### config.mk
export PLATFORM = sky130hd
export DESIGN_NAME = odometry_pose_integrator_unit
export DESIGN_NICKNAME = d
export VERILOG_FILES = /design/src/sv/opi_pkg.sv /design/src/sv/odometry_pose_integrator_unit.sv /design/src/sv/opi_ctrl.sv /design/src/sv/opi_datapath.sv
export SDC_FILE = /design/constraint.sdc
export NUM_CORES = 2
export LEC_CHECK = 0
export BUFFER_PORTS_ARGS = -buffer_cell sky130_fd_sc_hd__clkbuf_2
export CAP_MARGIN = 20
export CORE_MARGIN = 1.5
export CORE_UTILIZATION = 40
export CTS_BUF_LIST = sky130_fd_sc_hd__clkbuf_16
export DETAILED_ROUTE_END_ITERATION = 16
export PLACE_DENSITY = 0.55
export REMOVE_ABC_BUFFERS = 1
export SLEW_MARGIN = 15
export SYNTH_ARGS = -nofsm -noshare
export SYNTH_HDL_FRONTEND = slang
export SYNTH_HIERARCHICAL = 1
export SYNTH_SLANG_ARGS = --single-unit
### constraint.sdc
create_clock -name aclk -period 22.8 [get_ports aclk]
set_clock_uncertainty 0.1 [all_clocks]
set_input_delay 1.14 -clock aclk [delete_from_list [all_inputs] [get_ports aclk]]
set_output_delay 1.14 -clock aclk [all_outputs]
set_load 0.02 [all_outputs]
### src/sv/opi_pkg.sv
// opi_pkg: widths, controller command struct, state codes and the cordic
// arctangent table for the odometry pose integrator
// no dependencies
package opi_pkg;

    localparam int POS_W      = 32;
    localparam int HEAD_W     = 16;
    localparam int DELTA_W    = 24;
    localparam int ANGLE_BITS = 16;
    localparam int ROTATION_STEPS = 16;

    localparam int TABLE_LEN  = 24;
    localparam int TAB_IW     = 5;
    localparam int GUARD_BITS = 8;
    localparam int INV_GAIN_W = 30;
    localparam logic [INV_GAIN_W-1:0] INV_GAIN_Q30 = 30'd652032874;

    // number of micro-rotations actually run
    localparam int STEP_N = (ROTATION_STEPS < TABLE_LEN) ? ROTATION_STEPS : TABLE_LEN;
    localparam int IDX_W  = (STEP_N > 1) ? $clog2(STEP_N) : 1;
    localparam logic [IDX_W-1:0] STEP_LAST = IDX_W'(STEP_N - 1);

    // rotation datapath: offset with guard bits, sign, fold and cordic growth
    localparam int XW   = DELTA_W + GUARD_BITS + 4;
    localparam int LO_W = XW / 2;
    localparam int HI_W = XW - LO_W;
    localparam int MA_W = LO_W + 1;
    localparam int PW   = MA_W + INV_GAIN_W + 1;
    localparam int RSH  = 30 + GUARD_BITS;
    localparam int AW   = RSH + POS_W;
    localparam logic [AW-1:0] ROUND_C = AW'(1) << (RSH - 1);

    // residual angle format
    localparam int ZW   = ANGLE_BITS + 2;
    localparam int SH_L = (ANGLE_BITS >= HEAD_W) ? (ANGLE_BITS - HEAD_W) : 0;
    localparam int SH_R = (ANGLE_BITS <  HEAD_W) ? (HEAD_W - ANGLE_BITS) : 0;

    // controller state codes
    localparam int ST_W = 3;
    localparam logic [ST_W-1:0] ST_IDLE   = 3'd0;
    localparam logic [ST_W-1:0] ST_ROT    = 3'd1;
    localparam logic [ST_W-1:0] ST_MLO    = 3'd2;
    localparam logic [ST_W-1:0] ST_MHI    = 3'd3;
    localparam logic [ST_W-1:0] ST_MSUM   = 3'd4;
    localparam logic [ST_W-1:0] ST_COMMIT = 3'd5;

    typedef struct packed {
        logic             load;
        logic             rot;
        logic [IDX_W-1:0] step;
        logic             mul_lo;
        logic             mul_hi;
        logic             mul_sum;
        logic             commit;
    } opi_cmd_t;

    // arctan(2^-i) as a fraction of the full circle, 32 bits per turn
    localparam logic [31:0] ATAN_TURN32 [TABLE_LEN] = '{
        32'h20000000, 32'h12E4051D, 32'h09FB385B, 32'h051111D4,
        32'h028B0D43, 32'h0145D7E1, 32'h00A2F61E, 32'h00517C55,
        32'h0028BE53, 32'h00145F2E, 32'h000A2F98, 32'h000517CC,
        32'h00028BE6, 32'h000145F3, 32'h0000A2F9, 32'h0000517C,
        32'h000028BE, 32'h0000145F, 32'h00000A2F, 32'h00000517,
        32'h0000028B, 32'h00000145, 32'h000000A2, 32'h00000051
    };

    function automatic logic [ZW-1:0] atan_step(input logic [IDX_W-1:0] i);
        logic [31:0] t;
        t = ATAN_TURN32[TAB_IW'(i)];
        return ZW'(t >> (32 - ANGLE_BITS));
    endfunction

endpackage

### src/sv/odometry_pose_integrator_unit.sv
// odometry pose integrator: one request is a relative odometry step, one result the new pose
// a taken request runs the cordic micro-rotations, then the low and high gain products and
// their sum, then commits the new pose into the output register; no new request is taken
// until the commit; a waiting result does not block the next request, only its commit
// reset: synchronous active-low aresetn clears the pose to the origin, heading zero
// depends on opi_pkg, opi_ctrl, opi_datapath
module odometry_pose_integrator_unit
    import opi_pkg::*;
(
    input  logic        aclk,
    input  logic        aresetn,
    input  logic        s_tvalid,
    output logic        s_tready,
    input  logic [63:0] s_tdata,   // delta_x[23:0], delta_y[47:24], delta_heading[63:48]
    input  logic        s_tuser,   // start_new
    output logic        m_tvalid,
    input  logic        m_tready,
    output logic [79:0] m_tdata    // pose_x[31:0], pose_y[63:32], pose_heading[79:64]
);

    opi_cmd_t cmd;

    logic signed [POS_W-1:0]  pose_x, pose_y;
    logic signed [HEAD_W-1:0] pose_heading;

    opi_ctrl u_ctrl (
        .aclk     (aclk),
        .aresetn  (aresetn),
        .s_tvalid (s_tvalid),
        .s_tready (s_tready),
        .m_tvalid (m_tvalid),
        .m_tready (m_tready),
        .cmd      (cmd)
    );

    opi_datapath u_dp (
        .aclk          (aclk),
        .aresetn       (aresetn),
        .cmd           (cmd),
        .start_new     (s_tuser),
        .delta_x       (signed'(s_tdata[23:0])),
        .delta_y       (signed'(s_tdata[47:24])),
        .delta_heading (signed'(s_tdata[63:48])),
        .pose_x        (pose_x),
        .pose_y        (pose_y),
        .pose_heading  (pose_heading)
    );

    assign m_tdata = {pose_heading, pose_y, pose_x};

`ifndef SYNTHESIS
    a_load_on_accept: assert property (@(posedge aclk) disable iff (!aresetn)
        cmd.load |-> (s_tvalid && s_tready))
        else $error("step loaded without an accepted request");

    a_busy_after_accept: assert property (@(posedge aclk) disable iff (!aresetn)
        (s_tvalid && s_tready) |=> (!s_tready && cmd.rot))
        else $error("rotation did not start after a request");

    a_commit_slot_free: assert property (@(posedge aclk) disable iff (!aresetn)
        cmd.commit |-> (!m_tvalid || m_tready))
        else $error("pose committed over an untaken result");

    a_commit_raises_valid: assert property (@(posedge aclk) disable iff (!aresetn)
        cmd.commit |=> m_tvalid)
        else $error("committed pose not presented");
`endif

endmodule

### src/sv/opi_ctrl.sv
// opi_ctrl: sequencing state machine for the pose integrator
// depends on opi_pkg; drives the datapath through opi_cmd_t
module opi_ctrl
    import opi_pkg::*;
(
    input  logic     aclk,
    input  logic     aresetn,
    input  logic     s_tvalid,
    output logic     s_tready,
    output logic     m_tvalid,
    input  logic     m_tready,
    output opi_cmd_t cmd
);

    logic [ST_W-1:0]  state_reg, state_next;
    logic [IDX_W-1:0] cnt_reg, cnt_next;
    logic             out_valid_reg, out_valid_next;
    logic             slot_free;

    assign slot_free = !out_valid_reg || m_tready;
    assign s_tready  = (state_reg == ST_IDLE);
    assign m_tvalid  = out_valid_reg;

    always_comb begin
        state_next = state_reg;
        cnt_next   = cnt_reg;
        cmd        = '0;
        cmd.step   = cnt_reg;
        unique case (state_reg)
            ST_IDLE: begin
                if (s_tvalid) begin
                    cmd.load   = 1'b1;
                    cnt_next   = '0;
                    state_next = ST_ROT;
                end
            end
            ST_ROT: begin
                cmd.rot = 1'b1;
                if (cnt_reg == STEP_LAST) begin
                    state_next = ST_MLO;
                end else begin
                    cnt_next = cnt_reg + 1'b1;
                end
            end
            ST_MLO: begin
                cmd.mul_lo = 1'b1;
                state_next = ST_MHI;
            end
            ST_MHI: begin
                cmd.mul_hi = 1'b1;
                state_next = ST_MSUM;
            end
            ST_MSUM: begin
                cmd.mul_sum = 1'b1;
                state_next  = ST_COMMIT;
            end
            ST_COMMIT: begin
                // wait until the output register can take the new pose
                if (slot_free) begin
                    cmd.commit = 1'b1;
                    state_next = ST_IDLE;
                end
            end
            default: begin
                state_next = ST_IDLE;
            end
        endcase
    end

    always_comb begin
        out_valid_next = out_valid_reg;
        priority if (cmd.commit) begin
            out_valid_next = 1'b1;
        end else if (m_tready) begin
            out_valid_next = 1'b0;
        end else begin
            out_valid_next = out_valid_reg;
        end
    end

    always_ff @(posedge aclk) begin
        if (!aresetn) begin
            state_reg     <= ST_IDLE;
            cnt_reg       <= '0;
            out_valid_reg <= 1'b0;
        end else begin
            state_reg     <= state_next;
            cnt_reg       <= cnt_next;
            out_valid_reg <= out_valid_next;
        end
    end

endmodule

### src/sv/opi_datapath.sv
// opi_datapath: pose registers, cordic rotator and gain correction multipliers
// depends on opi_pkg; steered by opi_ctrl via opi_cmd_t
module opi_datapath
    import opi_pkg::*;
(
    input  logic                     aclk,
    input  logic                     aresetn,
    input  opi_cmd_t                 cmd,
    input  logic                     start_new,
    input  logic signed [DELTA_W-1:0] delta_x,
    input  logic signed [DELTA_W-1:0] delta_y,
    input  logic signed [HEAD_W-1:0]  delta_heading,
    output logic signed [POS_W-1:0]   pose_x,
    output logic signed [POS_W-1:0]   pose_y,
    output logic signed [HEAD_W-1:0]  pose_heading
);

    logic [POS_W-1:0]  gx_reg, gy_reg;
    logic [HEAD_W-1:0] gh_reg;
    logic [HEAD_W-1:0] turn_reg;

    logic signed [XW-1:0] x_reg, y_reg;
    logic signed [ZW-1:0] z_reg;
    logic signed [PW-1:0] px_reg, py_reg;
    logic signed [AW-1:0] ax_reg, ay_reg;

    logic [POS_W-1:0] px_out_reg, py_out_reg;
    logic [HEAD_W-1:0] ph_out_reg;

    // load: fold the heading into a half circle and scale the offset
    logic [HEAD_W-1:0]     h_use, h_fold;
    logic                  fold;
    logic signed [31:0]    h_ext, z_wide;
    logic signed [XW-1:0]  x_ld, y_ld, x_init, y_init;

    always_comb begin
        h_use  = start_new ? '0 : gh_reg;
        fold   = h_use[HEAD_W-1] ^ h_use[HEAD_W-2];
        h_fold = fold ? (h_use ^ {1'b1, {(HEAD_W-1){1'b0}}}) : h_use;
        h_ext  = 32'(signed'(h_fold));
        z_wide = (ANGLE_BITS >= HEAD_W) ? (h_ext <<< SH_L) : (h_ext >>> SH_R);
        x_ld   = XW'(delta_x) <<< GUARD_BITS;
        y_ld   = XW'(delta_y) <<< GUARD_BITS;
        x_init = fold ? -x_ld : x_ld;
        y_init = fold ? -y_ld : y_ld;
    end

    // one micro-rotation
    logic signed [XW-1:0] xs, ys;
    logic signed [ZW-1:0] a_step;
    logic                 z_pos;

    assign xs     = x_reg >>> cmd.step;
    assign ys     = y_reg >>> cmd.step;
    assign a_step = signed'(atan_step(cmd.step));
    assign z_pos  = !z_reg[ZW-1];

    // gain correction: one multiplier per axis, low half then high half
    logic signed [MA_W-1:0]       mx_a, my_a;
    logic signed [INV_GAIN_W:0]   gain_s;
    logic signed [PW-1:0]         mx_p, my_p;

    assign gain_s = signed'({1'b0, INV_GAIN_Q30});
    assign mx_a   = cmd.mul_hi ? MA_W'(signed'(x_reg[XW-1:LO_W]))
                               : signed'({1'b0, x_reg[LO_W-1:0]});
    assign my_a   = cmd.mul_hi ? MA_W'(signed'(y_reg[XW-1:LO_W]))
                               : signed'({1'b0, y_reg[LO_W-1:0]});
    assign mx_p   = PW'(mx_a) * PW'(gain_s);
    assign my_p   = PW'(my_a) * PW'(gain_s);

    logic [POS_W-1:0]  gx_new, gy_new;
    logic [HEAD_W-1:0] gh_new;

    assign gx_new = gx_reg + POS_W'(ax_reg[AW-1:RSH]);
    assign gy_new = gy_reg + POS_W'(ay_reg[AW-1:RSH]);
    assign gh_new = gh_reg + turn_reg;

    always_ff @(posedge aclk) begin
        if (!aresetn) begin
            gx_reg <= '0;
            gy_reg <= '0;
            gh_reg <= '0;
        end else begin
            priority if (cmd.load && start_new) begin
                gx_reg <= '0;
                gy_reg <= '0;
                gh_reg <= '0;
            end else if (cmd.commit) begin
                gx_reg <= gx_new;
                gy_reg <= gy_new;
                gh_reg <= gh_new;
            end else begin
                gx_reg <= gx_reg;
                gy_reg <= gy_reg;
                gh_reg <= gh_reg;
            end
        end
    end

    always_ff @(posedge aclk) begin
        if (cmd.load) begin
            x_reg    <= x_init;
            y_reg    <= y_init;
            z_reg    <= ZW'(z_wide);
            turn_reg <= delta_heading;
        end
        if (cmd.rot) begin
            if (z_pos) begin
                x_reg <= x_reg - ys;
                y_reg <= y_reg + xs;
                z_reg <= z_reg - a_step;
            end else begin
                x_reg <= x_reg + ys;
                y_reg <= y_reg - xs;
                z_reg <= z_reg + a_step;
            end
        end
        if (cmd.mul_lo || cmd.mul_hi) begin
            px_reg <= mx_p;
            py_reg <= my_p;
        end
        if (cmd.mul_hi) begin
            // low partial product plus the rounding half
            ax_reg <= AW'(px_reg) + signed'(ROUND_C);
            ay_reg <= AW'(py_reg) + signed'(ROUND_C);
        end
        if (cmd.mul_sum) begin
            ax_reg <= ax_reg + (AW'(px_reg) <<< LO_W);
            ay_reg <= ay_reg + (AW'(py_reg) <<< LO_W);
        end
        if (cmd.commit) begin
            px_out_reg <= gx_new;
            py_out_reg <= gy_new;
            ph_out_reg <= gh_new;
        end
    end

    assign pose_x       = signed'(px_out_reg);
    assign pose_y       = signed'(py_out_reg);
    assign pose_heading = signed'(ph_out_reg);

endmodule

### Word-level counts from Yosys, hierarchy flattened

Memories as Yosys holds them, arrays and structs flattened.
Index checks and enable logic that the tools add are counted.

| word-level totals | value |
|---|---|
| memories | 1 |
| output and inout bits | 82 |
| register bits | 512 |
| ROM bits | 1024 |
| logic and storage cells | 103 |
| bits of input ports | 69 |

Memory list:

| name | depth | width | rd ports | clocked after memory_dff | write ports | line | source |
|---|---|---|---|---|---|---|---|
| (name not given) | 32 | 32 | 1 | 0 | 0 | opi_pkg.sv:69 | `t = ATAN_TURN32[TAB_IW'(i)];` |

| cells by class | value |
|---|---|
| equal/unequal tests | 10 |
| add/sub/neg operators | 16 |
| shift operators | 2 |
| mux-type cells | 38 |
| multiply operators | 2 |
| reductions and logical operators | 12 |
| bitwise gates (word level) | 4 |
| $lt $le $gt $ge | 1 |

Operators with widths:

| kind | count |
|---|---|
| two-way mux 36 bit | 8 |
| two-way mux 70 bit | 4 |
| adder 70 x 68 -> 70 bit | 2 |
| adder 50 x 39 -> 51 bit, second input constant | 2 |
| multiplier 19 x 30 -> 49 bit, second input constant | 2 |
| adder 36 bit | 2 |
| negator 32 -> 36 bit | 2 |
| >>> shifter 36 x 4 -> 36 bit | 2 |
| subtractor 36 bit | 2 |
| adder 32 bit | 2 |
| two-way mux 32 bit | 2 |
| two-way mux 18 bit | 3 |
| two-way mux 19 bit | 2 |
| two-way mux 16 bit | 2 |
| adder 18 x 17 -> 18 bit | 1 |
| case mux 3 bit (6 select lines) | 1 |
| subtractor 18 x 17 -> 18 bit | 1 |
| adder 16 bit | 1 |
| two-way mux 1 bit | 10 |
| two-way mux 3 bit | 3 |
| two-way mux 4 bit | 2 |
| case mux 4 bit (2 select lines) | 1 |
| nonzero test 2 bit | 4 |
| == test 3 x 2 -> 1 bit, second input constant | 2 |
| other kinds (16) | 22 |

### Depth between registers and ports, before layout

| depth | value |
|---|---|
| word-level depth | 7 |
| depth in mapped cells | 33 |
| depth with buffers taken out | 29 |

### Cells and area by module

Netlist, hierarchy kept.

By module, submodules not included:

| module | seq. area each (µm²) | cells each | area an instance (µm²) | instances |
|---|---|---|---|---|
| opi_datapath | 13192.7 | 6082 | 57968.1 | 1 |
| opi_ctrl | 160.2 | 56 | 451.7 | 1 |

### Least setup slack after synthesis

No wires, ideal clock.

| timing | value |
|---|---|
| path type | register -> register |
| start point | register u_ctrl.state_reg[1] |
| end point | register u_dp.px_reg[43], data pin |
| path slack | 14.683 ns |
| setup time | 0.274 ns |
| required time | 22.426 ns |
| stages on the path, launching flop included | 26 |
| period minus slack after synthesis | 8.117 ns |
| data arrival time | 7.744 ns |
| buffers on the path | 3 |
| path through | dfxtp_1 clkbuf_1 nand2_1 nor2_1 clkbuf_1 clkbuf_1 mux2i_1 inv_1 fa_1 fa_1 fa_1 fa_1 fa_1 fa_1 fa_1 ha_1 and4_1 and3_1 and4b_1 a311oi_1 a21oi_1 o31ai_1 nand2_1 a2111oi_0 o41ai_1 xor2_1 |

RTL lines:

| what | line | source |
|---|---|---|
| from (decl) | opi_ctrl.sv:15 | `logic [ST_W-1:0] state_reg, state_next;` |
| from (signal assigned) | opi_ctrl.sv:87 | `state_reg <= state_next;` |
| to (signal assigned) | opi_datapath.sv:119 | `px_reg <= mx_p;` |
| to (decl) | opi_datapath.sv:24 | `logic signed [PW-1:0] px_reg, py_reg;` |

==> out/summary.txt <==
DRC = 0
Antenna Nets Post-Route = 0
Most area-hungry cell type in the Yosys netlist = edfxtp_1
Count of pins over their slew limit = 0
Critical Path Slowest Stage Cell = dfxtp_1
Cell variety after synth = 90
# Post-CTS Setup Buffers = 0
MaxCap Viol Count = 0
Placed Area = 61000 sq um
Setup Total Neg Slack = 0 ns
Critical Path Max Stage Delay = 0.63 ns
Drt wl/cell = 20.6 um
Clock transition at path regs = 0.06 ns
CP arrival = 9.32 ns
Vias = 44500
Final setup vio count = 0
CP Launch Type = flip-flop
Worst-path fanout max = 42
Worst Max-Slew Pin Slew = 1.02 ns
Die width = 385 um
Met1 wire length = 78900 um
Met3 wire len = 7710 um
Gr usage total = 22.4%
RSZ-0062 raised after global routing = false
FFs w/ async S/R, synth = 0%
Top_reg_cell synth = edfxtp_1
Post-synthesis register bit count = 474
Cts hold-fix bufs = 0
Total die area = 148000 sq um
Final Hold Vio Count = 0
Largest net degree at the start of global routing = 131
Outcome = completed
Final WL = 168000 um
Met2 WL post-DR = 76800 um
P&R area growth vs syn = 8.14%
1st-iter DRT viols = 2724
WS Path Type = reg2reg
Sequential element share of the synthesized area = 22.9%
DPL Wire Length = 136000 um
H-tree depth = 2
Drt via density = 5.46
Clk root buf = clkbuf_16
Vias in the first global route = 44600
Final Wtd Congestion = 0.943
Hold Path Class = reg2reg
Gr ovfl total = 0
Clk buf depth = 3
Proportion of layout cells with a drive suffix above 1 = 7.97%
Worst skew pair latency = 0.70 ns
Top cells by area, synth = edfxtp_1, fa_1, ha_1
Synth Warn # = 6
Design area = 63200 sq um
CTS buffer count = 61
First-pass GRT wire length = 259000 um
Maximum clock frequency = 111 MHz
Starting density of the core = 40.2%
Num rows = 140
DR pass1 iterations = 5
Syn Area/Cell = 9.52 sq um
CTS tree = done
CORE AREA = 145000 sq um
Mapped Cells = 6138
Post-synth EDFFs = 386
Post-route clock period utilization = 39.4%
Final min period = 8.98 ns
Post-synthesis instance area = 58400 sq um
Crit path required time = 23.14 ns
Max-Slew Margin vs Limit = 30.3%
# resized after CTS = 0
Max layer used = met4
Core Util, Final = 43.5%
Initial antenna violation count = 4
PortBufs = 150
Fin nets = 7420
Cell mode on critical path = fa_1
Final WS setup = 13.82 ns
Pre-CTS WS = 13.79 ns
Die H = 385 um
Total clock sinks = 474
Share of the synthesized area in the top cell type = 19.8%
Worst setup EP type = flip-flop
Boundary Pins = 151
[metal layers]
| metal | GRT usage (%) | vias to the layer above |
|---|---|---|
| li1 | - | 21700 |
| met1 | 31.4 | 21500 |
| met2 | 36.5 | 1054 |
| met3 | 2.60 | 224 |
| met4 | 6.12 | 0 |
| met5 | 0 | - |
[worst max-delay path: cells and delay by family, from the launching register on]
family                     cells  cell delay [ns]
buffers and inverters          6             1.04
and+or+nand+nor                6             1.05
adders and majority gates      8             3.68
muxes                          1             0.42
DFF                            1             0.63
xor gates and xnor gates       1             0.16
AOI/OAI and AO/OA              5             1.59
[cell usage after synthesis (all sizes together) (49+ instances only)]
master	instances
clkbuf	140
xor2	167
and3	60
nand2	316
mux2i	148
mux2	85
fa	448
nor2	391
o21ai	288
edfxtp	386
dfxtp	88
nand3	121
buf	59
o21a	60
nand2b	61
inv	809
a21oi	451
o21bai	49
ha	716
nor3	91
a21o	213
mux4	63
a31oi	61
xnor2	278
a211oi	55
[through the flow]
| step | hold WS [ns] | std cells |
|---|---|---|
| 2_1_floorplan | 0.345 | 5939 |
| 3_3_place_gp | 0.358 | 8041 |
| 3_5_place_dp | 0.366 | 8041 |
| 4_1_cts | 0.376 | 8156 |
| 5_1_grt | 0.412 | 8158 |
| 6_report | 0.371 | 8158 |
[path summary, 6_finish.rpt]
| kind | depth (start not counted) | endpoint | slack (ns) | startpoint |
|---|---|---|---|---|
| setup / recovery | 27 | u_dp/px_reg[43]$_DFFE_PP_ | 13.82 | u_ctrl/state_reg[0]$_SDFFE_PN0P_ |
| hold reg to reg | 2 | u_dp/gy_reg[18]$_SDFFE_PP0P_ | 0.37 | u_dp/gy_reg[18]$_SDFFE_PP0P_ |
| hold / removal | 2 | u_dp/gy_reg[18]$_SDFFE_PP0P_ | 0.37 | u_dp/gy_reg[18]$_SDFFE_PP0P_ |
| setup reg to reg | 27 | u_dp/px_reg[43]$_DFFE_PP_ | 13.82 | u_ctrl/state_reg[0]$_SDFFE_PN0P_ |
[cells in the final DEF, fill, tap and decap left out, drive strengths merged, types with 49 or more instances in the layout]
cell type / synthesis / routed
nand3: 121 / 121
and3: 60 / 60
o21bai: 49 / 49
xor2: 167 / 167
a21o: 213 / 213
nand2: 316 / 316
dfxtp: 88 / 88
edfxtp: 386 / 386
o21a: 60 / 60
clkbuf: 140 / 215
mux4: 63 / 63
nor3: 91 / 91
o21ai: 288 / 288
a211oi: 55 / 55
ha: 716 / 716
fa: 448 / 448
mux2: 85 / 85
inv: 809 / 816
a21oi: 451 / 451
mux2i: 148 / 148
nand2b: 61 / 61
nor2: 391 / 391
a31oi: 61 / 61
xnor2: 278 / 278
[layout make-up]
cell class	instances	area, sq um
multi-input combinational	4655	41200
tap	1917	2400
clock inverter	50	536
sequential	474	13400
fill	14300	82200
inverter	810	3040
antenna	2	5.00
clock buffer	65	1630
timing repair buffer	185	1030
[kinds of logic (layout without fill, tap and decap cells)]
group / Yosys count / after routing / synth area share, %
mux: 296 / 296 / 6.64
fa+ha+maj: 1164 / 1164 / 30.7
buf+inv: 1009 / 1110 / 6.73
other cells: 0 / 2 / 0
xor+xnor: 445 / 445 / 6.67
simple gates: 1309 / 1309 / 10.8
flops: 474 / 474 / 22.9
compound gates: 1441 / 1441 / 15.6
Power is left out: the tool's default activity adds up to more than one toggle a clock period on the data nets, which glitch-free logic cannot reach.
